--- config.mk ---
export PLATFORM = sky130hd
export DESIGN_NAME = local_to_utc_datetime_top
export DESIGN_NICKNAME = d
export VERILOG_FILES = /design/src/hdl/l2utc_pkg.sv /design/src/hdl/local_to_utc_datetime_top.sv
export VERILOG_INCLUDE_DIRS = /design/src /design/src/hdl
export SDC_FILE = /design/constraint.sdc
export NUM_CORES = 1
export LEC_CHECK = 0
export BUFFER_PORTS_ARGS = -buffer_cell sky130_fd_sc_hd__buf_2
export CORE_UTILIZATION = 38
export CTS_CLUSTER_SIZE = 20
export DETAILED_ROUTE_END_ITERATION = 6
export PLACE_DENSITY_LB_ADDON = 0.08
export REMOVE_ABC_BUFFERS = 1
export SLEW_MARGIN = 20
export SYNTH_ARGS = -nofsm -noshare
export SYNTH_HDL_FRONTEND = slang
export SYNTH_SLANG_ARGS = --single-unit
export TNS_END_PERCENT = 20
--- constraint.sdc ---
create_clock -name clk_i -period 6.81 [get_ports clk_i]
set_input_delay 1.0215 -clock clk_i [delete_from_list [all_inputs] [get_ports clk_i]]
set_output_delay 1.0215 -clock clk_i [all_outputs]
set_load 0.01 [all_outputs]
--- src/hdl/assert_macros.svh ---
// assertion macros for the rtl folder
// no dependencies; expects clk_i and rst_ni in the including scope
`ifndef ASSERT_MACROS_SVH
`define ASSERT_MACROS_SVH

// same-cycle implication, disabled during reset
`define ASSERT_IMPL(lbl, ante, cons, msg) \
  lbl: assert property (@(posedge clk_i) disable iff (!rst_ni) (ante) |-> (cons)) \
    else $error(msg);

// next-cycle implication, disabled during reset
`define ASSERT_NEXT(lbl, ante, cons, msg) \
  lbl: assert property (@(posedge clk_i) disable iff (!rst_ni) (ante) |=> (cons)) \
    else $error(msg);

`endif

--- src/hdl/l2utc_pkg.sv ---
// types, constants and calendar step functions for the local to utc converter
// no dependencies
`default_nettype none

package l2utc_pkg;

  localparam int unsigned MinPerDay     = 1440;
  localparam int unsigned MinPerHour    = 60;
  localparam int unsigned YearMax       = 9999;
  localparam int unsigned MonthsPerYear = 12;
  localparam int unsigned LeapFebDays   = 29;
  localparam int unsigned Century       = 100;
  // reciprocal multipliers: exact over the value ranges used
  localparam int unsigned Div100Mul     = 5243;  // y / 100 = (y * 5243) >> 19, y < 16384
  localparam int unsigned Div60Mul      = 2185;  // m / 60 = (m * 2185) >> 17, m < 1440

  typedef enum logic [1:0] {
    STATUS_OK    = 2'd0,
    STATUS_UNDER = 2'd1,
    STATUS_OVER  = 2'd2
  } status_e;

  typedef struct packed {
    logic [13:0] year;
    logic [3:0]  month;
    logic [4:0]  day;
  } date_t;

  typedef struct packed {
    date_t date;
    logic  fail;
  } step_t;

  typedef struct packed {
    logic       fwd;
    logic [1:0] cnt;
  } roll_t;

  // months outside 1..12 count as 31 days
  function automatic logic [4:0] last_day(input logic leap, input logic [3:0] month);
    logic [4:0] ld;
    unique case (month)
      4'd2:                     ld = leap ? 5'(LeapFebDays) : 5'(LeapFebDays - 1);
      4'd4, 4'd6, 4'd9, 4'd11:  ld = 5'd30;
      default:                  ld = 5'd31;
    endcase
    return ld;
  endfunction

  function automatic step_t day_fwd(input date_t dt, input logic leap);
    step_t r;
    r.date = dt;
    r.fail = 1'b0;
    if (dt.day >= last_day(leap, dt.month)) begin
      if (dt.month >= 4'(MonthsPerYear)) begin
        if (dt.year >= 14'(YearMax)) begin
          r.fail = 1'b1;
        end else begin
          r.date.year  = dt.year + 14'd1;
          r.date.month = 4'd1;
          r.date.day   = 5'd1;
        end
      end else begin
        r.date.month = dt.month + 4'd1;
        r.date.day   = 5'd1;
      end
    end else begin
      r.date.day = dt.day + 5'd1;
    end
    return r;
  endfunction

  // leap only matters inside the same year: a year change lands in december
  function automatic step_t day_back(input date_t dt, input logic leap);
    step_t r;
    r.date = dt;
    r.fail = 1'b0;
    if (dt.day <= 5'd1) begin
      if (dt.month <= 4'd1) begin
        if (dt.year == '0) begin
          r.fail = 1'b1;
        end else begin
          r.date.year  = dt.year - 14'd1;
          r.date.month = 4'(MonthsPerYear);
          r.date.day   = last_day(leap, 4'(MonthsPerYear));
        end
      end else begin
        r.date.month = dt.month - 4'd1;
        r.date.day   = last_day(leap, dt.month - 4'd1);
      end
    end else begin
      r.date.day = dt.day - 5'd1;
    end
    return r;
  endfunction

endpackage

`default_nettype wire

--- src/hdl/local_to_utc_datetime_top.sv ---
// local date/time plus zone offset to utc, four-stage pipeline
// depends on l2utc_pkg and assert_macros.svh
//
// usage:
//  - input channel in_valid_i/in_ready_o carries one request: local date,
//    hour, minute, has_offset_i and a signed offset in minutes
//  - output channel out_valid_o/out_ready_i carries the utc date and time and
//    a status (ok, underflow before year 0, overflow past year 9999)
//  - out_valid_o rises once the request has moved through stages 1, 2 and 3 into
//    the output register of stage 4; one request per cycle when receiver keeps up
//  - stage 1 forms the minute of day and the century quotient, stage 2 the
//    day roll count and the leap flag, stage 3 steps the date up to two days
//    and divides by 60, stage 4 forms the minute and is the output register
//  - each stage holds a valid bit; a stage loads when it is empty or the one
//    after it moves, so a stalled receiver backs the pipe up stage by stage and
//    in_ready_o drops only once all four stages hold a request
//  - reset clears the valid bits; the pipeline comes up empty and ready
//  - without an offset the fields pass through unchanged with status ok
`default_nettype none

`include "assert_macros.svh"

module local_to_utc_datetime_top
  import l2utc_pkg::*;
(
  input  wire logic               clk_i,
  input  wire logic               rst_ni,
  input  wire logic               in_valid_i,
  output      logic               in_ready_o,
  input  wire logic [13:0]        year_i,
  input  wire logic [3:0]         month_i,
  input  wire logic [4:0]         day_i,
  input  wire logic [4:0]         hour_i,
  input  wire logic [5:0]         minute_i,
  input  wire logic               has_offset_i,
  input  wire logic signed [11:0] offset_minutes_i,
  output      logic               out_valid_o,
  input  wire logic               out_ready_i,
  output      logic [13:0]        utc_year_o,
  output      logic [3:0]         utc_month_o,
  output      logic [4:0]         utc_day_o,
  output      logic [4:0]         utc_hour_o,
  output      logic [5:0]         utc_minute_o,
  output      logic [1:0]         status_o
);

  localparam logic signed [12:0] OneDay  = 13'(MinPerDay);
  localparam logic signed [12:0] TwoDays = 13'(2 * MinPerDay);

  // handshake / stage enables
  logic v1_q, v2_q, v3_q, v4_q;
  logic en1, en2, en3, en4;

  assign en4        = !v4_q || out_ready_i;
  assign en3        = !v3_q || en4;
  assign en2        = !v2_q || en3;
  assign en1        = !v1_q || en2;
  assign in_ready_o = en1;

  always_ff @(posedge clk_i or negedge rst_ni) begin
    if (!rst_ni) begin
      v1_q <= 1'b0;
      v2_q <= 1'b0;
      v3_q <= 1'b0;
      v4_q <= 1'b0;
    end else begin
      if (en1) v1_q <= in_valid_i;
      if (en2) v2_q <= v1_q;
      if (en3) v3_q <= v2_q;
      if (en4) v4_q <= v3_q;
    end
  end

  // stage 1: minute of day minus offset, year / 100
  logic [10:0]        hm;
  logic signed [12:0] mod1_d;
  logic [26:0]        prod100;
  logic [7:0]         q1_d;

  date_t              date1_q;
  logic               has1_q;
  logic [4:0]         h1_q;
  logic [5:0]         mi1_q;
  logic signed [12:0] mod1_q;
  logic [7:0]         q1_q;

  assign hm      = 11'(hour_i) * 11'(MinPerHour) + 11'(minute_i);
  assign mod1_d  = $signed({2'b00, hm}) - $signed({offset_minutes_i[11], offset_minutes_i});
  assign prod100 = 27'(year_i) * 27'(Div100Mul);
  assign q1_d    = prod100[26:19];

  always_ff @(posedge clk_i) begin
    if (en1) begin
      date1_q <= '{year: year_i, month: month_i, day: day_i};
      has1_q  <= has_offset_i;
      h1_q    <= hour_i;
      mi1_q   <= minute_i;
      mod1_q  <= mod1_d;
      q1_q    <= q1_d;
    end
  end

  // stage 2: roll count, wrapped minute of day, leap flag
  logic [13:0]        rem100;
  logic               leap2_d;
  roll_t              roll2_d;
  logic signed [12:0] wrap2;

  date_t              date2_q;
  logic               has2_q;
  logic [4:0]         h2_q;
  logic [5:0]         mi2_q;
  logic [10:0]        mod2_q;
  roll_t              roll2_q;
  logic               leap2_q;

  assign rem100  = date1_q.year - 14'(15'(q1_q) * 15'(Century));
  assign leap2_d = (date1_q.year[1:0] == 2'b00) && ((rem100 != '0) || (q1_q[1:0] == 2'b00));

  always_comb begin
    roll2_d = '{fwd: 1'b0, cnt: 2'd0};
    wrap2   = mod1_q;
    priority if (mod1_q >= TwoDays) begin
      roll2_d = '{fwd: 1'b1, cnt: 2'd2};
      wrap2   = mod1_q - TwoDays;
    end else if (mod1_q >= OneDay) begin
      roll2_d = '{fwd: 1'b1, cnt: 2'd1};
      wrap2   = mod1_q - OneDay;
    end else if (mod1_q < -OneDay) begin
      roll2_d = '{fwd: 1'b0, cnt: 2'd2};
      wrap2   = mod1_q + TwoDays;
    end else if (mod1_q < 13'sd0) begin
      roll2_d = '{fwd: 1'b0, cnt: 2'd1};
      wrap2   = mod1_q + OneDay;
    end else begin
      roll2_d = '{fwd: 1'b0, cnt: 2'd0};
    end
    // pass-through requests never roll
    if (!has1_q) roll2_d.cnt = 2'd0;
  end

  always_ff @(posedge clk_i) begin
    if (en2) begin
      date2_q <= date1_q;
      has2_q  <= has1_q;
      h2_q    <= h1_q;
      mi2_q   <= mi1_q;
      mod2_q  <= wrap2[10:0];
      roll2_q <= roll2_d;
      leap2_q <= leap2_d;
    end
  end

  // stage 3: up to two day steps, hour = minute of day / 60
  step_t       step_a, step_b;
  date_t       date_mid, date3_d;
  logic        fail3;
  status_e     status3_d;
  logic [22:0] prod60;
  logic [4:0]  h3_d;

  date_t       date3_q;
  status_e     status3_q;
  logic        has3_q;
  logic [4:0]  h3_q;
  logic [5:0]  mi3_q;
  logic [10:0] mod3_q;

  always_comb begin
    step_a   = roll2_q.fwd ? day_fwd(date2_q, leap2_q) : day_back(date2_q, leap2_q);
    date_mid = (roll2_q.cnt != 2'd0) ? step_a.date : date2_q;
    step_b   = roll2_q.fwd ? day_fwd(date_mid, leap2_q) : day_back(date_mid, leap2_q);
    date3_d  = (roll2_q.cnt == 2'd2) ? step_b.date : date_mid;
    fail3    = ((roll2_q.cnt != 2'd0) && step_a.fail) || ((roll2_q.cnt == 2'd2) && step_b.fail);
    if (!fail3) begin
      status3_d = STATUS_OK;
    end else if (roll2_q.fwd) begin
      status3_d = STATUS_OVER;
    end else begin
      status3_d = STATUS_UNDER;
    end
  end

  assign prod60 = 23'(mod2_q) * 23'(Div60Mul);
  assign h3_d   = has2_q ? prod60[21:17] : h2_q;

  always_ff @(posedge clk_i) begin
    if (en3) begin
      date3_q   <= date3_d;
      status3_q <= status3_d;
      has3_q    <= has2_q;
      h3_q      <= h3_d;
      mi3_q     <= mi2_q;
      mod3_q    <= mod2_q;
    end
  end

  // stage 4: minute = minute of day - hour * 60, output register
  logic [10:0] mi_calc;
  logic [5:0]  mi4_d;

  date_t       date4_q;
  status_e     status4_q;
  logic        has4_q;
  logic [4:0]  h4_q;
  logic [5:0]  mi4_q;

  assign mi_calc = mod3_q - 11'(11'(h3_q) * 11'(MinPerHour));
  assign mi4_d   = has3_q ? mi_calc[5:0] : mi3_q;

  always_ff @(posedge clk_i) begin
    if (en4) begin
      date4_q   <= date3_q;
      status4_q <= status3_q;
      has4_q    <= has3_q;
      h4_q      <= h3_q;
      mi4_q     <= mi4_d;
    end
  end

  assign out_valid_o  = v4_q;
  assign utc_year_o   = date4_q.year;
  assign utc_month_o  = date4_q.month;
  assign utc_day_o    = date4_q.day;
  assign utc_hour_o   = h4_q;
  assign utc_minute_o = mi4_q;
  assign status_o     = status4_q;

  // assertions
  `ASSERT_IMPL(a_ready_only_when_full, !in_ready_o, v1_q && v2_q && v3_q && v4_q && !out_ready_i, "in_ready_o low with a free stage")
  `ASSERT_IMPL(a_time_in_range, out_valid_o && has4_q, (utc_hour_o <= 5'd23) && (utc_minute_o <= 6'd59), "utc time out of range")
  `ASSERT_IMPL(a_overflow_at_end, out_valid_o && (status_o == STATUS_OVER), (utc_year_o >= 14'(YearMax)) && (utc_month_o >= 4'(MonthsPerYear)), "overflow away from the last month")
  `ASSERT_NEXT(a_output_fills, v3_q && !v4_q, v4_q, "request lost between stage 3 and output")

endmodule

`default_nettype wire
==> out/summary.md <==
The net switching component of the power was 3.634 mW. After detailed routing, the number of remaining DRC violations is 0. Fill cells in the final layout number 4,048. The share of async-settable or async-resettable flops after synthesis was 2.116%; the height of the chip was 208.1 um. The run gives 2,129 as the cell count after placement.

The post-route antenna net violation count was 0; the pin slew with the least headroom to its limit was 0.9898 ns. For the count of cells resized by post-cts repair, the log shows 0. The most used flip-flop cell after synthesis is sky130_fd_sc_hd__edfxtp_1. Detailed placement ended at an HPWL of 29.87 mm. The number of flip-flops and latches in the synthesized netlist is 189, and the clock buffer count from CTS is 17. For the minimum hold slack, the log shows 0.3541 ns. Pin placement for this block handled 89 I/O pins. The tools report the leakage power of the design as 7.858 nW. The logs give 0 for the number of buffers added for setup after CTS and 7.01 ns for the endpoint required time on the critical path.

Setup repair after global routing left no endpoint under its margin. In this run the critical register-to-register path is launched from date2_q[6]. The internal power is 4.549 mW, and the die outline width is 208.1 um. After floorplanning, the core was sized to cover 41,950 sq um.

The multiplexer share of the synthesized area came out at 1.116%. The overall fraction of global-route tracks in use is 18.13%. The logs give 43,310 sq um for the die area and 5655 sq um for the combined flip-flop and latch cell area. Max-cap violations in this run came to 0. The routed length per placed instance works out to 17.32 um. The tools report the share of total power in sequential cells as 24.1%. In the final layout, the multi-input gates occupy 9448 sq um. Along the worst path, the maximum fanout reaches 12. Sorting the synthesized cells by area gives the leading types as sky130_fd_sc_hd__edfxtp_1, sky130_fd_sc_hd__ha_1, sky130_fd_sc_hd__fa_1, sky130_fd_sc_hd__inv_1, sky130_fd_sc_hd__xnor2_1. The final instance count without filler cells was 2,161. The post-route clock skew is 0.01150 ns, and the fraction of the yosys area taken by sequential cells is 35.03%.

For this run, the top clock speed supported by timing is 172.7 MHz. The detailed router finished its first iteration with 545 violations. The pre-antenna-repair detailed-routing pass consisted of 5 iterations. In this run the tightest slew margin relative to its limit is 33.41%. The total number of yosys warnings came out at 0. TritonCTS built the clock tree. The fraction of the mapped netlist area in compound gates is 12.56%. The logs give 0 for the number of setup violations in the final report and 5.99 ns for the endpoint arrival time on the critical path. The logs give 61.71 mm for the wire length of the first global-routing pass and 38.49% for the starting density of the core. For the number of global-route vias before repair, the log shows 11,399.

The repair_antennas step left the layout with diodes totalling 0. At the end of routability-driven placement, the weighted congestion stood at 0.8905. The number of hold buffers added after CTS was 0.

The detailed router placed 11,442 vias in this run. In this run the deepest clock path goes through 2 buffers. The share of the cycle needed by the critical path after routing is 85.02%, and the met3 track demand over resource in global routing is 2.355%. Dividing the detail-routed via count by the number of cells gives 5.295. The clock net in this run drives a total of 189 sinks. Summing the areas of all xor and xnor instances in the mapped netlist gives 4.449% of the synthesized area. Counting I/O delays and the setup requirement, the final critical path takes 5.790 ns. The synthesized netlist contains 83 unique library cells. After floorplanning, the core was divided into 75 placement rows.

Input and output buffers added on the ports amount to 88. For this design the ratio of total power to cell area is 459.9 nW/um^2. The post-synthesis cell area came out at 16,140 sq um. The final hold violation count is 0.

The tools report the kind of launch point of the worst setup path as a register. Yosys mapped a number of flops with a built-in enable equal to 185. Summing all non-filler instances in the final layout gives an area of 17,790 sq um. Cells with a size suffix above 1 make up 10.91% of the layout. The growth of design area from synthesis to finish was 10.21%; the pin count of the biggest net entering global routing was 52. Counting every instance in the synthesized netlist gives 1,532. After Yosys synthesis, full adders, half adders and majority gates account for 28.91% of the synthesized area.

For this run, global-route usage on met1 was measured as 24.51%. The clock network accounts for 12.3% of the total power. The worst-case IR drop observed on VDD is 209.6 uV. The run gives 0 as the initial antenna violation count.

The tree is rooted in a sky130_fd_sc_hd__clkbuf_16. The biggest area contributor in the post-synthesis netlist is sky130_fd_sc_hd__edfxtp_1. By area, the combinational part of the netlist is dominated by adder cells. The total routed wirelength is 37.44 mm.

Logic gate share of total power: 63.6%. Category of the most critical setup path: register to register. In this run switching power makes up 44.41% of total power.

The flow ran to the end, and the final reports show no timing, DRC or antenna violations. The top cell type's share of synthesized area works out to 34.41%. After clock tree synthesis, the clock-pin slew on the worst setup and hold paths is 0.07 ns.

After detailed placement, the total cell area comes to 17,190 sq um. In the global route stage, met2 resource usage came out at 29.68%. The synthesized-area fraction occupied by and/or/nand/nor cells is 11.41%. The run gives 1,982 as the net total in the final layout. Most utilized layer in the global route result: met2. H-tree depth: 4. The critical path starts at date2_q[6]. For the count of final max-slew check failures, the log shows 0. The worst hold-check path type is input port to asynchronous set/reset pin. The summed negative setup slack over all endpoints is 0 ns.

Total grt overflow: 0. A synthesized cell averages 10.54 sq um. Nature of the critical path endpoint: a register.

The clock reaches the later pin of the worst-skew pair after 0.46 ns.
[path summary, 6_finish.rpt]
kind                       slack [ns]  depth (start not counted)        endpoint
max                              1.02                         24      date3_q[0]
min                              0.35                          1     out_valid_o
max reg2reg                      1.02                         24      date3_q[0]
min reg2reg                      0.42                          0  utc_year_o[13]
max in group asynchronous        6.34                          1            v1_q
min in group clk_i               0.42                          0  utc_year_o[13]
[cells by family (layout without fill, tap and decap cells)]
logic type	after synthesis	in the layout
and+or+nand+nor	354	354
xor gates and xnor gates	82	82
muxes	17	17
adders and majority gates	322	322
buffers and inverters	274	364
AOI/OAI and AO/OA	294	294
DFF	189	189
[layout make-up]
type	instances	share of cell area, %
multi-input cells	1069	53.10
clock inverters	15	0.9705
clock buffers	17	2.391
repair buffers	104	3.150
inverters	228	4.810
well taps	539	3.790
flip-flops and latches	189	31.79
[metrics by stage]
stage	total power, mW	utilization [%]	setup WS, ns
3_3_place_gp	7.154	40.98	0.7930
4_1_cts	8.315	42.40	0.9976
6_report	8.183	42.42	1.020
2_1_floorplan	5.891	-	1.319
5_1_grt	9.105	42.42	0.5849
3_5_place_dp	7.230	40.98	0.7340
[registers in the layout (all words and copies together) (netlist names), 6 cells and up]
register / count
mi2_q: 6
mi3_q: 6
mod1_q: 13
mod3_q: 6
mod2_q: 11
q1_q: 8
date3_q: 23
date2_q: 23
date1_q: 23
mi1_q: 6
utc_year_o: 14
utc_minute_o: 6
[cell usage after synthesis, types with 9 or more instances]
| library cell | count |
|---|---|
| sky130_fd_sc_hd__nand4_1 | 20 |
| sky130_fd_sc_hd__or4_1 | 9 |
| sky130_fd_sc_hd__xnor2_1 | 49 |
| sky130_fd_sc_hd__fa_1 | 85 |
| sky130_fd_sc_hd__edfxtp_1 | 185 |
| sky130_fd_sc_hd__nor2b_1 | 15 |
| sky130_fd_sc_hd__o21ai_0 | 48 |
| sky130_fd_sc_hd__xor2_1 | 33 |
| sky130_fd_sc_hd__o21a_1 | 11 |
| sky130_fd_sc_hd__mux2i_1 | 9 |
| sky130_fd_sc_hd__nor2_1 | 82 |
| sky130_fd_sc_hd__and3_1 | 12 |
| sky130_fd_sc_hd__nor3_1 | 42 |
| sky130_fd_sc_hd__clkbuf_1 | 35 |
| sky130_fd_sc_hd__a21o_1 | 17 |
| sky130_fd_sc_hd__a211oi_1 | 12 |
| sky130_fd_sc_hd__o22ai_1 | 12 |
| sky130_fd_sc_hd__nor4_1 | 13 |
| sky130_fd_sc_hd__o21bai_1 | 11 |
| sky130_fd_sc_hd__a31oi_1 | 19 |
| sky130_fd_sc_hd__inv_1 | 227 |
| sky130_fd_sc_hd__nand3_1 | 30 |
| sky130_fd_sc_hd__o211ai_1 | 10 |
| sky130_fd_sc_hd__a21oi_1 | 59 |
| sky130_fd_sc_hd__ha_1 | 237 |
| sky130_fd_sc_hd__nand2b_1 | 16 |
| sky130_fd_sc_hd__nand2_1 | 65 |
[power by group through the flow]
stage	combinational, mW	sequential (mW)	clock, mW
floorplan	3.95	1.95	0
global placement	5.15	2.00	0
detailed placement	5.23	2.00	0
CTS	5.28	1.98	1.05
global route	6.01	2.02	1.08
finish	5.21	1.97	1.01
[worst max-delay path: stages (launching register included)]
cell and delay [ns]:
sky130_fd_sc_hd__edfxtp_1 0.50, sky130_fd_sc_hd__inv_1 0.21, sky130_fd_sc_hd__ha_1 0.30, sky130_fd_sc_hd__nor2_1 0.06, sky130_fd_sc_hd__o21ai_0 0.13, sky130_fd_sc_hd__o21ai_0 0.11, sky130_fd_sc_hd__ha_1 0.33, sky130_fd_sc_hd__nor3b_1 0.06
sky130_fd_sc_hd__buf_4 0.15, sky130_fd_sc_hd__nor3_1 0.57, sky130_fd_sc_hd__a311o_1 0.30, sky130_fd_sc_hd__a21o_1 0.12, sky130_fd_sc_hd__o221ai_1 0.11, sky130_fd_sc_hd__buf_4 0.22, sky130_fd_sc_hd__o21ai_0 0.27, sky130_fd_sc_hd__a31oi_1 0.14
sky130_fd_sc_hd__ha_1 0.30, sky130_fd_sc_hd__nand2b_1 0.10, sky130_fd_sc_hd__a21oi_1 0.10, sky130_fd_sc_hd__nor2_1 0.13, sky130_fd_sc_hd__nand3_1 0.38, sky130_fd_sc_hd__nor2_1 0.26, sky130_fd_sc_hd__and2_1 0.23, sky130_fd_sc_hd__nor3_1 0.06
sky130_fd_sc_hd__or3_1 0.40
[metal layers]
metal | routed length [um] | up-vias
met2 | 17570 | 233
met4 | 959 | 0
met5 | 0 | -
li1 | - | 5664
met1 | 17570 | 5498
met3 | 1338 | 47
[layout by cell type (no fill, tap or decap), drive strengths merged, types with 9 or more instances in the layout]
cell / instances
a211oi: 12
a21o: 17
a21oi: 59
a31oi: 19
and3: 14
buf: 104
clkbuf: 17
edfxtp: 185
fa: 85
ha: 237
inv: 234
mux2i: 9
nand2: 65
nand2b: 16
nand3: 30
nand4: 20
nor2: 82
nor2b: 15
nor3: 42
nor4: 13
o211ai: 11
o21a: 11
o21ai: 51
o21bai: 11
o22ai: 13
or2: 9
or3: 11
or4: 9
xnor2: 49
xor2: 33
Power figures use the tool's default switching activity.
